$ cat src/positional_integer_list_top_macros.svh
// Assertion helpers for the datapath RTL of the positional integer list.
// Each macro expects clk_i and rst_ni to be visible at the point of use.
`ifndef POSITIONAL_INTEGER_LIST_TOP_MACROS_SVH
`define POSITIONAL_INTEGER_LIST_TOP_MACROS_SVH

// The property must hold at every clock edge out of reset.
`define PIL_ASSERT(lbl, prop, msg) \
  lbl: assert property (@(posedge clk_i) disable iff (!rst_ni) (prop)) else $error(msg);

// When the antecedent holds, the consequent must hold in the same cycle.
`define PIL_ASSERT_IMP(lbl, ante, cons, msg) \
  lbl: assert property (@(posedge clk_i) disable iff (!rst_ni) (ante) |-> (cons)) \
    else $error(msg);

`endif

$ cat src/pil_pkg.sv
// ----------------------------------------------------------------------------
// pil_pkg
// Shared types and constants of the positional integer list: operation and
// status codes, controller states and the controller/datapath interface.
// ----------------------------------------------------------------------------
package pil_pkg;

  localparam int CAPACITY_DEF = 64;
  localparam int DATA_W       = 32;
  localparam int POS_W        = 8;
  localparam int OUT_IDX_W    = 7;

  localparam logic [OUT_IDX_W-1:0] FOUND_NONE = '1;

  typedef enum logic [1:0] {
    OP_INSERT = 2'd0,
    OP_REMOVE = 2'd1,
    OP_READ   = 2'd2,
    OP_FIND   = 2'd3
  } op_e;

  typedef enum logic [1:0] {
    ST_OK    = 2'd0,
    ST_RANGE = 2'd1,
    ST_FULL  = 2'd2
  } status_e;

  typedef enum logic [3:0] {
    S_IDLE,
    S_DISPATCH,
    S_INS_RD,
    S_INS_WR,
    S_INS_PUT,
    S_GET_RD,
    S_GET_DATA,
    S_REM_RD,
    S_REM_WR,
    S_FIND_RD,
    S_FIND_CHK,
    S_DONE
  } state_e;

  typedef enum logic [1:0] {
    A_PTR,
    A_PTR_M1,
    A_PTR_P1
  } addr_sel_e;

  typedef struct packed {
    logic      load;       // latch a new operation
    logic      rd_en;
    addr_sel_e rd_sel;
    logic      wr_en;      // write at the pointer
    logic      wr_val;     // write the operand instead of the read data
    logic      ptr_inc;
    logic      ptr_dec;
    logic      cnt_inc;
    logic      cnt_dec;
    logic      cap_item;
    logic      cap_found;
    logic      finish;     // move the result into the output register
  } cmd_t;

  typedef struct packed {
    op_e  op;
    logic err;
    logic ptr_gt_idx;
    logic rem_more;
    logic find_more;
    logic match;
    logic out_free;
  } sts_t;

endpackage

$ cat src/positional_integer_list_top.sv
// ----------------------------------------------------------------------------
// positional_integer_list_top
// Ordered list of signed 32-bit integers with insert, remove, read and find.
// ----------------------------------------------------------------------------
// Usage: one operation per transfer on the input channel (op_i, position_i,
// value_i); exactly one result per operation on the output channel
// (status_o, item_out_o, found_index_o, count_o). Both channels are
// valid/ready. The list lives in a CAPACITY-deep RAM with one write port and
// one registered read port; every entry moved or compared is first read and
// then written back or compared in a state of its own. Insert and remove
// move the entries behind the target; find scans from index 0 until a match
// or the end of the list. One operation is worked on at a time; the next one
// is taken once the current result has reached the output register, where it
// waits while the receiver stalls. Reset empties the list at once (no
// clearing pass).
// ----------------------------------------------------------------------------
module positional_integer_list_top #(
  parameter int CAPACITY = pil_pkg::CAPACITY_DEF
) (
  input  logic                                   clk_i,
  input  logic                                   rst_ni,
  input  logic                                   in_valid_i,
  output logic                                   in_ready_o,
  input  logic          [1:0]                    op_i,
  input  logic signed   [pil_pkg::POS_W-1:0]     position_i,
  input  logic signed   [pil_pkg::DATA_W-1:0]    value_i,
  output logic                                   out_valid_o,
  input  logic                                   out_ready_i,
  output logic          [1:0]                    status_o,
  output logic signed   [pil_pkg::DATA_W-1:0]    item_out_o,
  output logic signed   [pil_pkg::OUT_IDX_W-1:0] found_index_o,
  output logic          [pil_pkg::OUT_IDX_W-1:0] count_o
);

  import pil_pkg::*;

  cmd_t cmd;
  sts_t sts;

  pil_ctrl u_ctrl (
    .clk_i      (clk_i),
    .rst_ni     (rst_ni),
    .in_valid_i (in_valid_i),
    .in_ready_o (in_ready_o),
    .sts_i      (sts),
    .cmd_o      (cmd)
  );

  pil_dp #(
    .CAPACITY (CAPACITY)
  ) u_dp (
    .clk_i         (clk_i),
    .rst_ni        (rst_ni),
    .cmd_i         (cmd),
    .sts_o         (sts),
    .op_i          (op_i),
    .position_i    (position_i),
    .value_i       (value_i),
    .out_ready_i   (out_ready_i),
    .out_valid_o   (out_valid_o),
    .status_o      (status_o),
    .item_out_o    (item_out_o),
    .found_index_o (found_index_o),
    .count_o       (count_o)
  );

endmodule

$ cat src/pil_ram.sv
// ----------------------------------------------------------------------------
// pil_ram
// Generic single-write, single-read RAM with a registered read port.
// ----------------------------------------------------------------------------
module pil_ram #(
  parameter int WIDTH = 32,
  parameter int DEPTH = 64
) (
  input  logic                     clk_i,
  input  logic                     wr_en_i,
  input  logic [$clog2(DEPTH)-1:0] wr_addr_i,
  input  logic [WIDTH-1:0]         wr_data_i,
  input  logic                     rd_en_i,
  input  logic [$clog2(DEPTH)-1:0] rd_addr_i,
  output logic [WIDTH-1:0]         rd_data_o
);

  logic [WIDTH-1:0] mem_q [DEPTH];
  logic [WIDTH-1:0] rd_data_q;

  always_ff @(posedge clk_i) begin
    if (wr_en_i) begin
      mem_q[wr_addr_i] <= wr_data_i;
    end
    if (rd_en_i) begin
      rd_data_q <= mem_q[rd_addr_i];
    end
  end

  assign rd_data_o = rd_data_q;

endmodule

$ cat src/pil_dp.sv
// ----------------------------------------------------------------------------
// pil_dp
// Datapath of the positional integer list: operation decode, item count,
// walking pointer, entry RAM, result registers and the output register.
// ----------------------------------------------------------------------------
`include "positional_integer_list_top_macros.svh"

module pil_dp #(
  parameter int CAPACITY = 64
) (
  input  logic                                    clk_i,
  input  logic                                    rst_ni,
  input  pil_pkg::cmd_t                           cmd_i,
  output pil_pkg::sts_t                           sts_o,
  input  logic          [1:0]                     op_i,
  input  logic signed   [pil_pkg::POS_W-1:0]      position_i,
  input  logic signed   [pil_pkg::DATA_W-1:0]     value_i,
  input  logic                                    out_ready_i,
  output logic                                    out_valid_o,
  output logic          [1:0]                     status_o,
  output logic signed   [pil_pkg::DATA_W-1:0]     item_out_o,
  output logic signed   [pil_pkg::OUT_IDX_W-1:0]  found_index_o,
  output logic          [pil_pkg::OUT_IDX_W-1:0]  count_o
);

  import pil_pkg::*;

  localparam int IDX_W = $clog2(CAPACITY);
  localparam int CNT_W = $clog2(CAPACITY + 1);
  localparam int CMP_W = (CNT_W > POS_W - 1) ? CNT_W : POS_W - 1;
  localparam logic [CNT_W-1:0] CAP_C = CNT_W'(CAPACITY);

  logic [CNT_W-1:0]     count_q, count_d;
  logic [CNT_W-1:0]     ptr_q, ptr_d;
  logic [CNT_W-1:0]     idx_q;
  op_e                  op_q;
  status_e              status_q;
  logic [DATA_W-1:0]    val_q;
  logic [DATA_W-1:0]    item_q;
  logic [OUT_IDX_W-1:0] found_q;

  logic                 out_valid_q;
  status_e              out_status_q;
  logic [DATA_W-1:0]    out_item_q;
  logic [OUT_IDX_W-1:0] out_found_q;
  logic [OUT_IDX_W-1:0] out_count_q;

  // Decode of the incoming operation against the current count.
  op_e              op_in;
  logic             empty, full, pos_m1, pos_lt, pos_ge;
  logic [CMP_W-1:0] pos_w;
  logic [CMP_W-1:0] cnt_w;
  logic [CNT_W-1:0] last_idx;
  status_e          dec_status;
  logic [CNT_W-1:0] dec_idx;
  logic [CNT_W-1:0] dec_ptr;

  assign op_in    = op_e'(op_i);
  assign empty    = (count_q == '0);
  assign full     = (count_q == CAP_C);
  assign pos_m1   = (position_i == -1);
  assign pos_lt   = position_i[POS_W-1] && !pos_m1;
  assign pos_w    = CMP_W'(position_i[POS_W-2:0]);
  assign cnt_w    = CMP_W'(count_q);
  assign pos_ge   = !position_i[POS_W-1] && (pos_w >= cnt_w);
  assign last_idx = count_q - CNT_W'(1);

  always_comb begin
    dec_status = ST_OK;
    dec_idx    = '0;
    dec_ptr    = '0;
    unique case (op_in)
      OP_INSERT: begin
        dec_ptr = count_q;
        if (full) begin
          dec_status = ST_FULL;
        end else if (empty) begin
          dec_idx = '0;
        end else if (pos_m1 || pos_ge) begin
          dec_idx = count_q;
        end else if (pos_lt) begin
          dec_status = ST_RANGE;
        end else begin
          dec_idx = pos_w[CNT_W-1:0];
        end
      end
      OP_REMOVE, OP_READ: begin
        if (empty || pos_lt || pos_ge) begin
          dec_status = ST_RANGE;
        end else if (pos_m1) begin
          dec_idx = last_idx;
        end else begin
          dec_idx = pos_w[CNT_W-1:0];
        end
        dec_ptr = dec_idx;
      end
      OP_FIND: begin
        dec_ptr = '0;
      end
      default: begin
        dec_status = ST_OK;
      end
    endcase
  end

  // Entry memory.
  logic [CNT_W-1:0]  ptr_m1, ptr_p1, rd_ptr;
  logic [DATA_W-1:0] rd_data;
  logic [DATA_W-1:0] wr_data;

  assign ptr_m1 = ptr_q - CNT_W'(1);
  assign ptr_p1 = ptr_q + CNT_W'(1);

  always_comb begin
    case (cmd_i.rd_sel)
      A_PTR_M1: rd_ptr = ptr_m1;
      A_PTR_P1: rd_ptr = ptr_p1;
      default:  rd_ptr = ptr_q;
    endcase
  end

  assign wr_data = cmd_i.wr_val ? val_q : rd_data;

  pil_ram #(
    .WIDTH (DATA_W),
    .DEPTH (CAPACITY)
  ) u_ram (
    .clk_i     (clk_i),
    .wr_en_i   (cmd_i.wr_en),
    .wr_addr_i (ptr_q[IDX_W-1:0]),
    .wr_data_i (wr_data),
    .rd_en_i   (cmd_i.rd_en),
    .rd_addr_i (rd_ptr[IDX_W-1:0]),
    .rd_data_o (rd_data)
  );

  // Pointer and count.
  always_comb begin
    ptr_d = ptr_q;
    if (cmd_i.load) begin
      ptr_d = dec_ptr;
    end else if (cmd_i.ptr_inc) begin
      ptr_d = ptr_p1;
    end else if (cmd_i.ptr_dec) begin
      ptr_d = ptr_m1;
    end
  end

  always_comb begin
    count_d = count_q;
    if (cmd_i.cnt_inc) begin
      count_d = count_q + CNT_W'(1);
    end else if (cmd_i.cnt_dec) begin
      count_d = count_q - CNT_W'(1);
    end
  end

  always_ff @(posedge clk_i or negedge rst_ni) begin
    if (!rst_ni) begin
      count_q <= '0;
    end else begin
      count_q <= count_d;
    end
  end

  // Masking of pointer and count to the seven-bit result fields.
  logic [CNT_W+OUT_IDX_W-1:0] ptr_ext, cnt_ext;

  assign ptr_ext = {{OUT_IDX_W{1'b0}}, ptr_q};
  assign cnt_ext = {{OUT_IDX_W{1'b0}}, count_q};

  always_ff @(posedge clk_i) begin
    ptr_q <= ptr_d;
    if (cmd_i.load) begin
      op_q     <= op_in;
      status_q <= dec_status;
      idx_q    <= dec_idx;
      val_q    <= value_i;
      item_q   <= '0;
      found_q  <= (op_in == OP_FIND && dec_status == ST_OK) ? FOUND_NONE : '0;
    end else begin
      if (cmd_i.cap_item) begin
        item_q <= rd_data;
      end
      if (cmd_i.cap_found) begin
        found_q <= ptr_ext[OUT_IDX_W-1:0];
      end
    end
  end

  // Output register; a finished result waits here until it is transferred.
  always_ff @(posedge clk_i or negedge rst_ni) begin
    if (!rst_ni) begin
      out_valid_q <= 1'b0;
    end else if (cmd_i.finish) begin
      out_valid_q <= 1'b1;
    end else if (out_ready_i) begin
      out_valid_q <= 1'b0;
    end
  end

  always_ff @(posedge clk_i) begin
    if (cmd_i.finish) begin
      out_status_q <= status_q;
      out_item_q   <= item_q;
      out_found_q  <= found_q;
      out_count_q  <= cnt_ext[OUT_IDX_W-1:0];
    end
  end

  assign out_valid_o   = out_valid_q;
  assign status_o      = out_status_q;
  assign item_out_o    = out_item_q;
  assign found_index_o = out_found_q;
  assign count_o       = out_count_q;

  // Status toward the controller.
  logic [CNT_W:0] ptr_p1_w, cnt_w1;

  assign ptr_p1_w = {1'b0, ptr_q} + (CNT_W + 1)'(1);
  assign cnt_w1   = {1'b0, count_q};

  assign sts_o.op         = op_q;
  assign sts_o.err        = (status_q != ST_OK);
  assign sts_o.ptr_gt_idx = (ptr_q > idx_q);
  assign sts_o.rem_more   = (ptr_p1_w < cnt_w1);
  assign sts_o.find_more  = (ptr_q < count_q);
  assign sts_o.match      = (rd_data == val_q);
  assign sts_o.out_free   = !out_valid_q || out_ready_i;

  `PIL_ASSERT(a_count_bound, count_q <= CAP_C, "item count above capacity")
  `PIL_ASSERT_IMP(a_wr_in_range, cmd_i.wr_en, ptr_q < CAP_C, "entry write beyond capacity")
  `PIL_ASSERT_IMP(a_full_status, cmd_i.finish && status_q == ST_FULL, count_q == CAP_C,
                  "full status reported on a list that is not full")

endmodule

$ cat src/pil_ctrl.sv
// ----------------------------------------------------------------------------
// pil_ctrl
// Controller of the positional integer list: sequences the shift, fetch and
// scan loops over the entry RAM and hands the result to the output register.
// ----------------------------------------------------------------------------
module pil_ctrl (
  input  logic          clk_i,
  input  logic          rst_ni,
  input  logic          in_valid_i,
  output logic          in_ready_o,
  input  pil_pkg::sts_t sts_i,
  output pil_pkg::cmd_t cmd_o
);

  import pil_pkg::*;

  state_e state_q, state_d;

  always_ff @(posedge clk_i or negedge rst_ni) begin
    if (!rst_ni) begin
      state_q <= S_IDLE;
    end else begin
      state_q <= state_d;
    end
  end

  // Next state.
  always_comb begin
    state_d = state_q;
    unique case (state_q)
      S_IDLE: begin
        if (in_valid_i) begin
          state_d = S_DISPATCH;
        end
      end
      S_DISPATCH: begin
        if (sts_i.err) begin
          state_d = S_DONE;
        end else begin
          unique case (sts_i.op) inside
            OP_INSERT:          state_d = S_INS_RD;
            OP_REMOVE, OP_READ: state_d = S_GET_RD;
            default:            state_d = S_FIND_RD;
          endcase
        end
      end
      S_INS_RD:   state_d = sts_i.ptr_gt_idx ? S_INS_WR : S_INS_PUT;
      S_INS_WR:   state_d = S_INS_RD;
      S_INS_PUT:  state_d = S_DONE;
      S_GET_RD:   state_d = S_GET_DATA;
      S_GET_DATA: state_d = (sts_i.op == OP_REMOVE) ? S_REM_RD : S_DONE;
      S_REM_RD:   state_d = sts_i.rem_more ? S_REM_WR : S_DONE;
      S_REM_WR:   state_d = S_REM_RD;
      S_FIND_RD:  state_d = sts_i.find_more ? S_FIND_CHK : S_DONE;
      S_FIND_CHK: state_d = sts_i.match ? S_DONE : S_FIND_RD;
      S_DONE: begin
        if (sts_i.out_free) begin
          state_d = S_IDLE;
        end
      end
      default: state_d = S_IDLE;
    endcase
  end

  // Outputs.
  always_comb begin
    cmd_o      = '0;
    cmd_o.rd_sel = A_PTR;
    in_ready_o = 1'b0;
    unique case (state_q)
      S_IDLE: begin
        in_ready_o = 1'b1;
        cmd_o.load = in_valid_i;
      end
      S_INS_RD: begin
        if (sts_i.ptr_gt_idx) begin
          cmd_o.rd_en  = 1'b1;
          cmd_o.rd_sel = A_PTR_M1;
        end
      end
      S_INS_WR: begin
        cmd_o.wr_en   = 1'b1;
        cmd_o.ptr_dec = 1'b1;
      end
      S_INS_PUT: begin
        cmd_o.wr_en   = 1'b1;
        cmd_o.wr_val  = 1'b1;
        cmd_o.cnt_inc = 1'b1;
      end
      S_GET_RD: begin
        cmd_o.rd_en = 1'b1;
      end
      S_GET_DATA: begin
        cmd_o.cap_item = 1'b1;
      end
      S_REM_RD: begin
        if (sts_i.rem_more) begin
          cmd_o.rd_en  = 1'b1;
          cmd_o.rd_sel = A_PTR_P1;
        end else begin
          cmd_o.cnt_dec = 1'b1;
        end
      end
      S_REM_WR: begin
        cmd_o.wr_en   = 1'b1;
        cmd_o.ptr_inc = 1'b1;
      end
      S_FIND_RD: begin
        cmd_o.rd_en = sts_i.find_more;
      end
      S_FIND_CHK: begin
        if (sts_i.match) begin
          cmd_o.cap_found = 1'b1;
        end else begin
          cmd_o.ptr_inc = 1'b1;
        end
      end
      S_DONE: begin
        cmd_o.finish = sts_i.out_free;
      end
      default: begin
        in_ready_o = 1'b0;
      end
    endcase
  end

endmodule
$ cat config.mk
export PLATFORM = sky130hd
export DESIGN_NAME = positional_integer_list_top
export DESIGN_NICKNAME = d
export VERILOG_FILES = /design/src/pil_pkg.sv /design/src/positional_integer_list_top.sv /design/src/pil_ram.sv /design/src/pil_dp.sv /design/src/pil_ctrl.sv
export VERILOG_INCLUDE_DIRS = /design/src /design/src/src
export SDC_FILE = /design/constraint.sdc
export NUM_CORES = 2
export LEC_CHECK = 0
export ABC_AREA = 1
export BUFFER_PORTS_ARGS = -buffer_cell sky130_fd_sc_hd__clkbuf_2
export CAP_MARGIN = 0
export CORE_ASPECT_RATIO = 0.9
export CORE_UTILIZATION = 45
export CTS_CLUSTER_SIZE = 24
export DETAILED_ROUTE_END_ITERATION = 12
export HOLD_SLACK_MARGIN = 0.06
export PLACE_DENSITY = 0.61
export SLEW_MARGIN = 10
export SYNTH_ARGS = -nofsm -noshare
export SYNTH_HDL_FRONTEND = slang
export SYNTH_SLANG_ARGS = --single-unit
$ cat constraint.sdc
create_clock -name clk_i -period 6.5 [get_ports clk_i]
set_input_delay 0.325 -clock clk_i [delete_from_list [all_inputs] [get_ports clk_i]]
set_output_delay 0.325 -clock clk_i [all_outputs]
set_load 0.01 [all_outputs]
## After elaboration in Yosys (flattened, before gate mapping)

Memory sizes are Yosys's and may differ from the RTL's. A register that Yosys moved wholly into a read port is not among the register bits.
Index checks and enable logic that the tools add are counted.

| operators by class | value |
|---|---|
| add/sub/neg operators | 5 |
| bitwise logic cells | 0 |
| $lt $le $gt $ge | 4 |
| reductions and logical operators | 24 |
| eq/ne operators | 23 |
| multipliers | 0 |
| divide/modulo/power cells | 0 |
| shifts and indexed selects | 0 |
| mux-type cells | 55 |

Operator list:

| operator | number |
|---|---|
| two-way mux 7 bit | 14 |
| case mux 4 bit (12 select lines) | 1 |
| == test 32 bit | 1 |
| two-way mux 32 bit | 1 |
| case mux 7 bit (3 select lines) | 1 |
| two-way mux 1 bit | 19 |
| == test 4 x 3 -> 1 bit (second input constant) | 4 |
| == test 4 bit (second input constant) | 4 |
| two-way mux 4 bit | 4 |
| adder 7 x 1 -> 7 bit (second input constant) | 2 |
| case mux 7 bit (2 select lines) | 1 |
| subtractor 7 x 1 -> 7 bit (second input constant) | 2 |
| case mux 6 bit (2 select lines) | 1 |
| two-way mux 2 bit | 5 |
| two-way mux 3 bit | 3 |
| adder 7 x 1 -> 8 bit (second input constant) | 1 |
| == test 2 bit (second input constant) | 4 |
| == test 4 x 2 -> 1 bit (second input constant) | 2 |
| == test 8 x 1 -> 1 bit (second input constant) | 1 |
| < comparator 8 x 7 -> 1 bit | 1 |
| case mux 2 bit (2 select lines) | 2 |
| case mux 4 bit (2 select lines) | 1 |
| nonzero test 2 bit | 4 |
| == test 7 bit (second input constant) | 1 |
| other kinds (19) | 31 |

| word-level totals | value |
|---|---|
| output and inout bits | 50 |
| memory bits (writable) | 2,048 |
| word-level logic and storage cells | 126 |
| latch bits | 0 |
| input port bits | 46 |
| register bits after elaboration | 149 |
| memories kept | 1 |
| ROM bits | 0 |

Memory list:

| memory | words | bits a word | read ports | clocked after memory_dff | wr ports | line | RTL |
|---|---|---|---|---|---|---|---|
| u_dp.u_ram.mem_q | 64 | 32 | 1 | 1 | 1 | pil_ram.sv:18 | `logic [WIDTH-1:0] mem_q [DEPTH];` |

## Depth between registers and ports, before layout

| depth | value |
|---|---|
| word-level depth | 12 |
| depth in mapped cells | 29 |
| depth with buffers taken out | 26 |

## Hierarchy

Synthesis repeated with hierarchy kept, for this count alone.

| unflattened totals | value |
|---|---|
| cell total of the unflattened synthesis | 7,602 |
| area, all modules | 90,835.9 um2 |

Modules (own cells, without submodules):

| module | instances | cells each | area an instance (um2) |
|---|---|---|---|
| pil_ram | 1 | 6,769 | 83,058.4 |
| pil_dp | 1 | 742 | 7,205.7 |
| pil_ctrl | 1 | 91 | 571.8 |

## Worst setup path before layout

Ideal clock, no wire load.

| timing | value |
|---|---|
| kind | reg2reg |
| from | register u_ctrl.state_q[1] |
| to | memory u_dp.u_ram.mem_q[37][0] (enable) |
| stages on the path, launching flop included | 8 |
| data arrival time | 4.461 ns |
| slack | 1.537 ns |
| path through | dfrtp_1 > or2_2 > clkbuf_1 > nor2_2 > inv_2 > nand3_2 > nand2_1 > nor4_1 |

| between the ends | value |
|---|---|
| longest elaborated chain between the ends | 5 |
| elaborated cells between the ends (all ways) | 7 |

RTL lines:

| item | line | RTL |
|---|---|---|
| from (decl) | pil_ctrl.sv:17 | `state_e state_q, state_d;` |
| from (signal assigned) | pil_ctrl.sv:23 | `state_q <= state_d;` |
| == test 4 x 2 -> 1 bit (tied with other cells) | pil_ctrl.sv:70 | `unique case (state_q)` |
| OR reduction 3 bit (no source line) (*) | n/a |  |
| two-way mux 1 bit (*) | pil_ctrl.sv:70 |  |
| two-way mux 1 bit (*) | pil_ram.sv:22 | `if (wr_en_i) begin` |
| two-way mux 1 bit (implied by the code) (*) | pil_ram.sv:23 | `mem_q[wr_addr_i] <= wr_data_i;` |
| to (decl) | pil_ram.sv:18 |  |

Every way passes the cells marked *; elsewhere a longest branch is shown, timed or not.

## Worst setup path after layout

| timing | value |
|---|---|
| from | register u_dp.ptr_q[0] |
| to | register u_dp.u_ram.rd_data_q[7], in the netlist u_dp.u_ram.rd_data_o[7], read port of u_dp.u_ram.mem_q (data pin) |

| between the ends | value |
|---|---|
| longest elaborated chain between the ends | 6 |
| elaborated cells between the ends (all ways) | 13 |

RTL lines:

| item | line | RTL |
|---|---|---|
| from (decl) | pil_dp.sv:34 | `logic [CNT_W-1:0] ptr_q, ptr_d;` |
| from (signal assigned) | pil_dp.sv:173 | `ptr_q <= ptr_d;` |
| adder 7 x 1 -> 8 bit | pil_dp.sv:220 | `assign ptr_p1_w = {1'b0, ptr_q} + (CNT_W + 1)'(1);` |
| < comparator 8 x 7 -> 1 bit | pil_dp.sv:226 | `assign sts_o.rem_more = (ptr_p1_w < cnt_w1);` |
| two-way mux 3 bit | pil_ctrl.sv:97 | `if (sts_i.rem_more) begin` |
| case mux 2 bit (2 select lines) | pil_ctrl.sv:70 |  |
| == test 2 bit or == test 2 x 1 -> 1 bit (tied branches) | pil_dp.sv:115 | `case (cmd_i.rd_sel)` |
| case mux 6 bit (2 select lines) | pil_dp.sv:115 |  |
| to (decl) | pil_ram.sv:19 | `logic [WIDTH-1:0] rd_data_q;` |

Several ways; a longest one is shown, not always the timed one.
A chain may end at the register's enable or synchronous reset.

==> flow_summary.yaml <==
setup_path:
  cp-end-kind: "flip-flop"
  path_common_cell: "nand2_1"
  slowest_delay_ns: 0.55
  critPathArrivalTime_ns: 6.75
  critPathKind: "reg -> reg"
  reg2reg_to: "u_dp.u_ram.rd_data_o[7]"
  worstPathMaxFanout: 46
  worstSetupStartpoint: "u_dp.ptr_q[0]"
  r2r_slack_ns: 0.35
  cp.required_ns: 7.10
  start_kind: "flip-flop"
  cp_slowest_cell: "ha_1"
  reg2regPathDepth: 28
  timing.rr.start: "u_dp.ptr_q[0]"
power:
  power_density_mw_per_mm2: 554.3
  total_power_mw: 60.00
  p_leak_nw: 41.34
  vdd_drop_max_uv: 550.6
  power_frac_seq_pct: 33.0
  switching_share_pct: 44.91
  power_frac_comb_pct: 46.4
  switching_power_mw: 26.95
  pwr-share-clk_pct: 20.7
  p_int_mw: 33.05
routing:
  postRouteAntennaNets: 0
  drtPass1Iterations: 6
  post_drt_wl_per_cell_um: 25.43
  dr_total_vias: 67770
  drt_iter0_drc: 9036
  drc: 0
  vias_per_cell: 5.754
  wirelength_mm: 299.5
synth:
  synthMuxAreaShare_pct: 0
  yosysTopAreaCell: "edfxtp_1"
  netlist_area_sq_mm: 0.09648
  synth.top_cell.area_share_pct: 68.01
  ys_top_cells_by_area: "edfxtp_1 68%, nand3_1 12%, nand2_1 8.3%"
  ys_types: 36
  synthTopCellsByCount: "2382 x nand3_1, 2185 x edfxtp_1, 2123 x nand2_1, 751 x inv_1, 403 x buf_2"
  syn_nets: 8800
  synth-edff-count: 2185
  syn_avg_cell_area_sq_um: 11.07
  synthArstFlopShare_pct: 0.5384
  ys_seq_area_share_pct: 68.98
  synthCells: 8715
  synthXorXnorAreaFrac_pct: 0.3813
  synth.most_common_cell: "nand3_1"
  synthFlopType: "edfxtp_1"
  ys.warnings.count: 0
  synth_seq_cells: 2229
  synth_compound_area_share_pct: 0.5719
  synthAdderAreaFrac_pct: 0.5058
  synth_top_family_by_area: "simple AND/OR/NAND/NOR gates"
  yosys.area_share.simple_pct: 23.72
sta:
  setup_viol: 0
  period_share_pct: 94.61
  min_period_ns: 6.150
  relSlewSlack_pct: 20.47
  hold_violations: 0
  fin_skew_ns: 0.04760
  setup_ws_ns: 0.3505
  worst_hold_slack_ns: 0.1989
  worst_pin_slew_ns: 1.190
  report.final.slew_viol_count: 0
  grt_setup_unrepaired: "false"
  fmax_ghz: 0.1626
  fin_setup_tns_ns: 0
final_layout:
  layoutNonFillerInstCount: 11780
  final_nets: 8835
  fin_util_pct: 51.01
  fin_area_sq_mm: 0.1083
  drive_above_1_share_pct: 8.400
  area_growth_pct: 12.20
placement:
  gp_congestion: 0.8813
  place_area_sq_mm: 0.1009
  post-place-ws_ns: 0.5167
  dp.cells: 11320
  io_buffer_count: 95
  hpwl_mm: 164.0
floorplan:
  die_area_sq_mm: 0.2163
  start_util_pct: 45.47
  fp.dieH_um: 441.3
  die_width_um: 490.1
  core_area_sq_mm: 0.2122
  pin_count: 96
  rows: 160
min_path:
  holdPathStages: 2
  holdPathEnd: "u_dp.val_q[30]"
  hold_path.class: "in -> reg"
  min-delay-start: "value_i[30]"
grt:
  grt_start_max_net_pins: 173
  use_met1_pct: 38.07
  busiest_layer: "met2"
  grt_antenna_before_repair: 12
  grtUsageTotal_pct: 27.17
  grt_overflow: 0
  grt_pass1_wl_mm: 435.1
  met3_usage_pct: 4.574
  grt_pass1_vias: 63110
  grtUsageMet2_pct: 42.94
outcome:
  status: "completed"
cts:
  clkTransAtPathRegs_ns: 0.06
  cts-resized-gates: 0
  cts_buffers: 217
  cts_tree: "done"
  cts_sinks: 2229
  clk_path_buf_depth: 3
  cts.htree.levels: 4
  clock_latency_ns: 0.86
  root_buffer: "clkbuf_16"
run:
  drv_cap: 0
[cell type report]
class | count | area, sq um
fillers | 18580 | 104000
flip-flops and latches | 2229 | 66550
multi-input cells | 5136 | 24750
clock buffers | 268 | 5737
repair buffers | 400 | 3606
well taps | 2835 | 3547
inverters | 766 | 2885
clock inverters | 141 | 1171
diodes | 2 | 5.005
[metal layers]
| metal | wire length, um | vias up |
|---|---|---|
| li1 | - | 30290 |
| met1 | 121600 | 33580 |
| met2 | 137400 | 3419 |
| met3 | 30000 | 472 |
| met4 | 10400 | 10 |
| met5 | 68 | - |
[timing repair]
item	4_1_cts	5_1_grt
endpoints found under the hold margin	59	0
hold buffers	46	0
setup buffers	0	0
[worst max-delay path, delay by kind of cell, from the launching register on]
| family | cells | cell delay [ns] |
|---|---|---|
| buffers and inverters | 7 | 1.27 |
| flip-flops | 1 | 0.36 |
| AND/OR/NAND/NOR | 17 | 2.93 |
| AO/OA/AOI/OAI | 2 | 0.45 |
| adder cells (fa/ha/maj) | 2 | 0.76 |
[power by group through the flow]
stage	Clock [mW]	Combinational, mW	Sequential, mW
floorplan	0	15.9	19.8
global placement	0	27.1	20.0
detailed placement	0	27.3	20.0
CTS	12.5	27.4	19.7
global route	13.1	29.7	19.8
finish	12.4	27.8	19.8
[layout by cell type (no fill, tap or decap), types with 44 or more instances in the layout]
master	count
nand3_1	2382
edfxtp_1	2185
nand2_1	2090
inv_1	736
nand3b_1	320
clkbuf_16	221
buf_4	201
clkbuf_2	95
clkinv_1	84
a21oi_1	58
buf_12	58
nor2_1	55
dlygate4sd3_1	46
clkbuf_1	44
[cell families after synthesis]
kind of cell | after synthesis
xor+xnor | 42
compound gates | 103
simple gates | 4952
fa+ha+maj | 39
flops | 2229
buf+inv | 1350
[state kept, by name (all words and copies together), names as in the netlist]
| register | cells |
|---|---|
| u_dp.u_ram.mem_q | 2048 |
| u_dp.item_out_o | 32 |
| u_dp.item_q | 32 |
| u_dp.u_ram.rd_data_o | 32 |
| u_dp.val_q | 32 |
| u_dp.cnt_w | 7 |
| u_dp.count_o | 7 |
| u_dp.found_index_o | 7 |
| u_dp.found_q | 7 |
| u_dp.idx_q | 7 |
| u_dp.ptr_q | 7 |
| u_ctrl.state_q | 4 |
| u_dp.op_q | 2 |
| u_dp.status_o | 2 |
| u_dp.status_q | 2 |
| u_dp.out_valid_o | 1 |
[worst max-delay path by stage]
stage / endpoint / slack, ns / depth (start not counted)
after floorplan: u_dp.u_ram.mem_q[37][0] / 1.54 / 7
after detailed placement: u_dp.u_ram.rd_data_o[7] / 0.52 / 28
after global placement: u_dp.u_ram.rd_data_o[7] / 0.49 / 28
final: u_dp.u_ram.rd_data_o[7] / 0.35 / 28
after global routing: u_dp.u_ram.rd_data_o[7] / 0.03 / 28
after CTS: u_dp.u_ram.rd_data_o[7] / 0.51 / 28
(Power assumes the default switching activity.)
